### src/rtl/core/cylinder_mesh_element_generator_macros.svh
// ----------------------------------------------------------------------------
// Cylinder mesh element generator - assertion macros
// Shared concurrent assertion forms. All of them are clocked on clk and
// switched off while rst_n is low.
// ----------------------------------------------------------------------------
`ifndef CYLINDER_MESH_ELEMENT_GENERATOR_MACROS_SVH
`define CYLINDER_MESH_ELEMENT_GENERATOR_MACROS_SVH

// The consequent must hold in the same cycle as the antecedent.
`define CMEG_ASSERT_IMPL(name, ante, cons, msg) \
    name: assert property (@(posedge clk) disable iff (!rst_n) (ante) |-> (cons)) \
        else $error(msg);

// The consequent must hold in the cycle after the antecedent.
`define CMEG_ASSERT_NEXT(name, ante, cons, msg) \
    name: assert property (@(posedge clk) disable iff (!rst_n) (ante) |=> (cons)) \
        else $error(msg);

`endif

### src/rtl/core/cmeg_pkg.sv
// ----------------------------------------------------------------------------
// Cylinder mesh element generator - shared package
// Widths, codes, the request side-band type and the arithmetic helpers that
// the pipeline modules share.
// ----------------------------------------------------------------------------
package cmeg_pkg;

    localparam int NW                  = 11;  // sector count width
    localparam int IW                  = 13;  // item and vertex index width
    localparam int AW                  = 14;  // index arithmetic width
    localparam int PHASE_BITS          = 32;  // angle in turns, Q0.32
    localparam int S_BITS              = 14;  // side texture quotient bits
    localparam int DIV_STEPS_PER_STAGE = 2;
    localparam int DIV_STAGES          = PHASE_BITS / DIV_STEPS_PER_STAGE;
    localparam int ANG_W               = 33;  // signed Q30 datapath width
    localparam int ATAN_LEN            = 24;
    localparam int ANG_PROD_W          = 61;

    localparam logic [30:0] HALF_PI_Q30 = 31'd1686629713;
    localparam logic signed [ANG_W-1:0] CORDIC_GAIN_Q30 = 33'sd652032874;

    localparam logic [30:0] ATAN_Q30 [ATAN_LEN] = '{
        31'd843314856, 31'd497837829, 31'd263043836, 31'd133525158,
        31'd67021686,  31'd33543515,  31'd16775850,  31'd8388437,
        31'd4194282,   31'd2097149,   31'd1048575,   31'd524287,
        31'd262143,    31'd131071,    31'd65535,     31'd32767,
        31'd16383,     31'd8191,      31'd4095,      31'd2047,
        31'd1023,      31'd511,       31'd255,       31'd127
    };

    typedef enum logic {
        OP_VERTEX   = 1'b0,
        OP_TRIANGLE = 1'b1
    } cmeg_op_t;

    typedef enum logic [1:0] {
        REG_SECTOR_COUNT = 2'd0,
        REG_CYL_HEIGHT   = 2'd1,
        REG_CYL_RADIUS   = 2'd2
    } cmeg_reg_t;

    // Side-band that travels with each request through the pipeline.
    typedef struct packed {
        logic          is_tri;
        logic          bad;
        logic          is_side;
        logic          is_center;
        logic          upper;
        logic          s_full;
        logic [1:0]    quad;
        logic [14:0]   s_val;
        logic [IW-1:0] cor_a;
        logic [IW-1:0] cor_b;
        logic [IW-1:0] cor_c;
    } cmeg_meta_t;

    // One restoring division step: returns {quotient bit, new remainder}.
    function automatic logic [NW:0] cmeg_div_step(input logic [NW-1:0] rem,
                                                  input logic bit_in,
                                                  input logic [NW-1:0] dvs);
        logic [NW:0] trial;
        logic [NW:0] result;
        trial = {rem, bit_in};
        if (trial >= {1'b0, dvs})
        begin
            result = {1'b1, NW'(trial - {1'b0, dvs})};
        end
        else
        begin
            result = {1'b0, trial[NW-1:0]};
        end
        return result;
    endfunction

endpackage

### src/rtl/core/cmeg_phase_div.sv
// ----------------------------------------------------------------------------
// Cylinder mesh element generator - sector phase divider
// Pipelined restoring divider. Computes round(j * 2^32 / n) and
// round(j * 2^14 / n), two quotient bits per stage.
// ----------------------------------------------------------------------------
module cmeg_phase_div
    import cmeg_pkg::*;
(
    input  logic                  clk,
    input  logic                  rst_n,
    input  logic                  en,
    input  logic                  in_valid,
    input  cmeg_meta_t            in_meta,
    input  logic [NW-1:0]         in_j,
    input  logic [NW-1:0]         sectors,
    output logic                  out_valid,
    output cmeg_meta_t            out_meta,
    output logic [PHASE_BITS-1:0] out_phase
);

    logic [DIV_STAGES-1:0]   valid_reg;
    cmeg_meta_t              meta_reg   [DIV_STAGES];
    logic [NW-1:0]           rem_p_reg  [DIV_STAGES];
    logic [NW-1:0]           rem_p_next [DIV_STAGES];
    logic [PHASE_BITS-1:0]   q_p_reg    [DIV_STAGES];
    logic [PHASE_BITS-1:0]   q_p_next   [DIV_STAGES];
    logic [NW-1:0]           rem_s_reg  [DIV_STAGES];
    logic [NW-1:0]           rem_s_next [DIV_STAGES];
    logic [S_BITS-1:0]       q_s_reg    [DIV_STAGES];
    logic [S_BITS-1:0]       q_s_next   [DIV_STAGES];
    logic [PHASE_BITS-1:0]   half_p;
    logic [S_BITS-1:0]       half_s;

    // The rounding term n/2 sits in the low bits of both numerators.
    assign half_p = PHASE_BITS'(sectors >> 1);
    assign half_s = S_BITS'(sectors >> 1);

    always_comb
    begin
        int            st;
        logic [NW:0]   step;
        logic [NW-1:0] rp;
        logic [NW-1:0] rs;
        logic [PHASE_BITS-1:0] qp;
        logic [S_BITS-1:0]     qs;
        st   = 0;
        step = '0;
        for (int k = 0; k < DIV_STAGES; k++)
        begin
            if (k == 0)
            begin
                rp = in_j;
                rs = in_j;
                qp = '0;
                qs = '0;
            end
            else
            begin
                rp = rem_p_reg[k-1];
                rs = rem_s_reg[k-1];
                qp = q_p_reg[k-1];
                qs = q_s_reg[k-1];
            end
            for (int b = 0; b < DIV_STEPS_PER_STAGE; b++)
            begin
                st   = k * DIV_STEPS_PER_STAGE + b;
                step = cmeg_div_step(rp, half_p[PHASE_BITS-1-st], sectors);
                rp   = step[NW-1:0];
                qp   = {qp[PHASE_BITS-2:0], step[NW]};
                if (st < S_BITS)
                begin
                    step = cmeg_div_step(rs, half_s[S_BITS-1-st], sectors);
                    rs   = step[NW-1:0];
                    qs   = {qs[S_BITS-2:0], step[NW]};
                end
            end
            rem_p_next[k] = rp;
            rem_s_next[k] = rs;
            q_p_next[k]   = qp;
            q_s_next[k]   = qs;
        end
    end

    always_ff @(posedge clk or negedge rst_n)
    begin
        if (!rst_n)
        begin
            valid_reg <= '0;
        end
        else if (en)
        begin
            valid_reg <= {valid_reg[DIV_STAGES-2:0], in_valid};
        end
    end

    always_ff @(posedge clk)
    begin
        if (en)
        begin
            for (int k = 0; k < DIV_STAGES; k++)
            begin
                meta_reg[k]  <= (k == 0) ? in_meta : meta_reg[k == 0 ? 0 : k-1];
                rem_p_reg[k] <= rem_p_next[k];
                rem_s_reg[k] <= rem_s_next[k];
                q_p_reg[k]   <= q_p_next[k];
                q_s_reg[k]   <= q_s_next[k];
            end
        end
    end

    always_comb
    begin
        out_meta       = meta_reg[DIV_STAGES-1];
        out_meta.s_val = 15'(q_s_reg[DIV_STAGES-1]);
    end

    assign out_valid = valid_reg[DIV_STAGES-1];
    assign out_phase = q_p_reg[DIV_STAGES-1];

endmodule

### config.mk
export PLATFORM = sky130hd
export DESIGN_NAME = cmeg_phase_div
export DESIGN_NICKNAME = d
export VERILOG_FILES = /design/src/rtl/core/cylinder_mesh_element_generator_macros.svh /design/src/rtl/core/cmeg_pkg.sv /design/src/rtl/core/cmeg_phase_div.sv
export SDC_FILE = /design/constraint.sdc
export NUM_CORES = 2
export LEC_CHECK = 0
export BUFFER_PORTS_ARGS = -buffer_cell sky130_fd_sc_hd__buf_2
export CORE_ASPECT_RATIO = 1.75
export CORE_UTILIZATION = 55
export CTS_CLUSTER_SIZE = 12
export DETAILED_ROUTE_END_ITERATION = 7
export PLACE_DENSITY = 0.69
export SKIP_LAST_GASP = 1
export SYNTH_ARGS = -nofsm -noshare
export SYNTH_HDL_FRONTEND = slang
export SYNTH_SLANG_ARGS = --single-unit
### constraint.sdc
create_clock -name clk -period 6.4 [get_ports clk]
set_input_delay 0 -clock clk [delete_from_list [all_inputs] [get_ports clk]]
set_output_delay 0 -clock clk [all_outputs]
set_load 0.02 [all_outputs]
==> results.sh <==
export IMPL_outcome="completed"
export IMPL_pwr_share_seq_pct=29.7
export IMPL_grt_max_degree=205
export IMPL_post_drt_via_cell_ratio=5.80
export IMPL_combPwrFrac_pct=53.6
export IMPL_start_util_pct=55.6
export IMPL_drt_iter0_drc=2318
export IMPL_grt_pass1_vias=39400
export IMPL_overflow=0
export IMPL_hp_class="input pin to register"
export IMPL_yosys_area_top_type="edfxtp_1"
export IMPL_worstSetupPathType="input pin to register"
export IMPL_synth_fp_nets=5294
export IMPL_cp_start_kind="input pin"
export IMPL_cp_required_ns=6.90
export IMPL_synth_compound_area_share_pct=10.2
export IMPL_place_gp_congestion=0.893
export IMPL_cpLargestDelayFamily="buffers and inverters"
export IMPL_max_freq_mhz=182
export IMPL_p_per_area_nw_per_um2=603
export IMPL_final_setup_viol_count=0
export IMPL_cts_sinks=1369
export IMPL_post_route_period_util_pct=86.0
export IMPL_crit_path_max_incr_delay_ns=0.57
export IMPL_crit_chain="dlygate4sd3_1 -> buf_2 -> buf_4 -> ha_1 -> inv_1 -> fa_1 -> nand3_1 -> a31oi_1 -> o31ai_2 -> mux2_2 -> ha_1 -> nor2b_1 -> o21a_1 -> o211ai_1 -> a31oi_1 -> a41oi_1 -> nand3b_1 -> mux2i_1 -> dlygate4sd3_1"
export IMPL_numCtsBuffers=138
export IMPL_synthAdderAreaFrac_pct=9.15
export IMPL_port_buffers=166
export IMPL_endpoint_kind="register"
export IMPL_synth_simple_gate_area_share_pct=8.00
export IMPL_worst_slack_ns=0.897
export IMPL_hpwl_mm=87.5
export IMPL_drive_above_1_share_pct=14.0
export IMPL_ys_flop_type="edfxtp_1"
export IMPL_grtUsageTotal_pct=21.6
export IMPL_die_w_um=264
export IMPL_fin_util_pct=62.4
export IMPL_synth_common_cells="1353 x edfxtp_1, 436 x ha_1, 330 x nor2_1"
export IMPL_h_tree_depth=4
export IMPL_yosysUniqueCellTypes=97
export IMPL_die_area_um2=121000
export IMPL_fin_cells=6700
export IMPL_rsz0062_at_grt="no"
export IMPL_root_buffer="clkbuf_16"
export IMPL_p_int_uw=27700
export IMPL_drc=0
export IMPL_hold_slack_ns=0.0379
export IMPL_nets=5683
export IMPL_relSlewSlack_pct=24.6
export IMPL_fin_setup_tns_ns=0
export IMPL_die_y_um=460
export IMPL_ir_worst_vdd_mv=0.604
export IMPL_grt_pass1_wl_mm=206
export IMPL_maxCapViolations=0
export IMPL_clk_latency_ns=0.78
export IMPL_ys_seq_area_share_pct=62.2
export IMPL_path_clk_slew_ns=0.06
export IMPL_cts_tree="built"
export IMPL_largest_reg_flops=752
export IMPL_postRouteAntennaNets=0
export IMPL_syn_avg_cell_area_um2=13.9
export IMPL_core_um2=119000
export IMPL_antenna_found_initial=1
export IMPL_cts_max_path_buffers=3
export IMPL_first_pass_iters=7
export IMPL_synth_async_sr_flop_share_pct=1.17
export IMPL_synth_top_family_by_area="compound AO/OA/AOI/OAI gates"
export IMPL_netlist_area_um2=65900
export IMPL_synth_top_area_share_pct=61.6
export IMPL_cp_num_buf_inv=5
export IMPL_p_clk_share_pct=16.7
export IMPL_ys_warn_count=0
export IMPL_crit_fanout=18
export IMPL_post_drt_wl_per_cell_um=19.5
export IMPL_slew_violations=0
export IMPL_syn_to_final_growth_pct=12.2
export IMPL_synth_area_top_cells="edfxtp_1 62%, ha_1 8.3%, mux2_2 3.5%"
export IMPL_finalHoldViolations=0
export IMPL_placed_cells=6391
export IMPL_p_switching_uw=16900
export IMPL_drt_total_wl_mm=131
export IMPL_fin_worst_skew_ns=0.0416
export IMPL_crit_slowest_cell="dlygate4sd3_1"
export IMPL_pre_cts_ws_ns=0.936
export IMPL_syn_inst=4741
export IMPL_period_needed_ns=5.50
export IMPL_arrival_ns=6.00
export IMPL_synth_mux_area_share_pct=4.65
export IMPL_sw_frac_of_total_pct=37.9
export IMPL_synth_most_common_cell="edfxtp_1"
export IMPL_synth_xor_area_share_pct=3.69
export IMPL_io_pins=183
export IMPL_power_leakage_uw=0.0279
export IMPL_num_rows=167
export IMPL_synth_seq_cells=1369
export IMPL_synth_edff_count=1353
export IMPL_tightest_slew_ns=1.13
export IMPL_vias=38900
timing repair:
item / in CTS / in global routing
gates resized for setup: 0 / 0
setup buffers: 0 / 0
hold buffers: 120 / 0
hold endpoints to repair: 208 / 0
through the flow:
stage,cell area [um^2],power [uW]
2_1_floorplan,65900,31900
4_1_cts,74000,44900
5_1_grt,74000,47800
3_5_place_dp,68700,37100
3_3_place_gp,68700,36600
6_report,74000,44700
placed cells by master, fill, tap and decap left out, types with 120 or more instances in the layout:
master / n
clkbuf_16: 138
inv_1: 132
ha_1: 436
nor2_1: 330
o21ai_0: 161
xnor2_1: 177
nand2_1: 214
mux2_2: 204
dlygate4sd3_1: 120
a21oi_1: 280
edfxtp_1: 1353
buf_2: 165
path summary, 6_finish.rpt:
path,from,endpoint,slack (ns),depth (start not counted)
worst max-delay path,sectors[0],rem_p_reg[1][34],0.90,19
worst min-delay path,sectors[7],rem_s_reg[0][33],0.04,4
worst max register to register,rem_p_reg[1][24],rem_p_reg[1][34],1.17,14
worst min register to register,meta_reg[3][11],meta_reg[3][73],0.39,0
max in group asynchronous,rst_n,valid_reg[7],5.57,3
min in group asynchronous,rst_n,valid_reg[1],0.38,3
routing by layer:
| metal | vias up | GRT usage, % | part of all wire, % |
|---|---|---|---|
| li1 | 18900 | - | - |
| met1 | 18800 | 24.0 | 39 |
| met2 | 780 | 39.9 | 53 |
| met3 | 368 | 3.03 | 3.1 |
| met4 | 0 | 11.6 | 5.1 |
| met5 | - | 0 | 0 |
logic make-up (layout without fill, tap and decap cells):
kind of cell	after synthesis	in the layout
flops	1369	1369
fa+ha+maj	465	465
xor+xnor	278	278
mux	274	274
simple gates	1075	1075
compound gates	997	997
buf+inv	282	719
other cells	1	2
power groups by stage:
stage,clock (uW),combinational (uW),sequential [uW]
after floorplan,0,18800,13100
after global placement,0,23200,13400
after detailed placement,0,23700,13400
after CTS,7690,23900,13300
after global routing,7970,26500,13400
final,7450,24000,13300
layout make-up:
| cell class | count | area (um^2) |
|---|---|---|
| clock inverters | 38 | 602 |
| fillers | 8953 | 44700 |
| flip-flops and latches | 1369 | 41000 |
| clock buffers | 150 | 3500 |
| repair buffers | 376 | 2870 |
| well taps | 1521 | 1900 |
| inverters | 155 | 582 |
| multi-input cells | 3090 | 23500 |
| diodes | 1 | 2.50 |
tightest hold or removal path, cell delays in order:
cell and delay (ns):
buf_2 0.09, inv_2 0.15, buf_4 0.29, mux2i_1 0.14
Note: power is estimated with default switching activity, not from simulation.
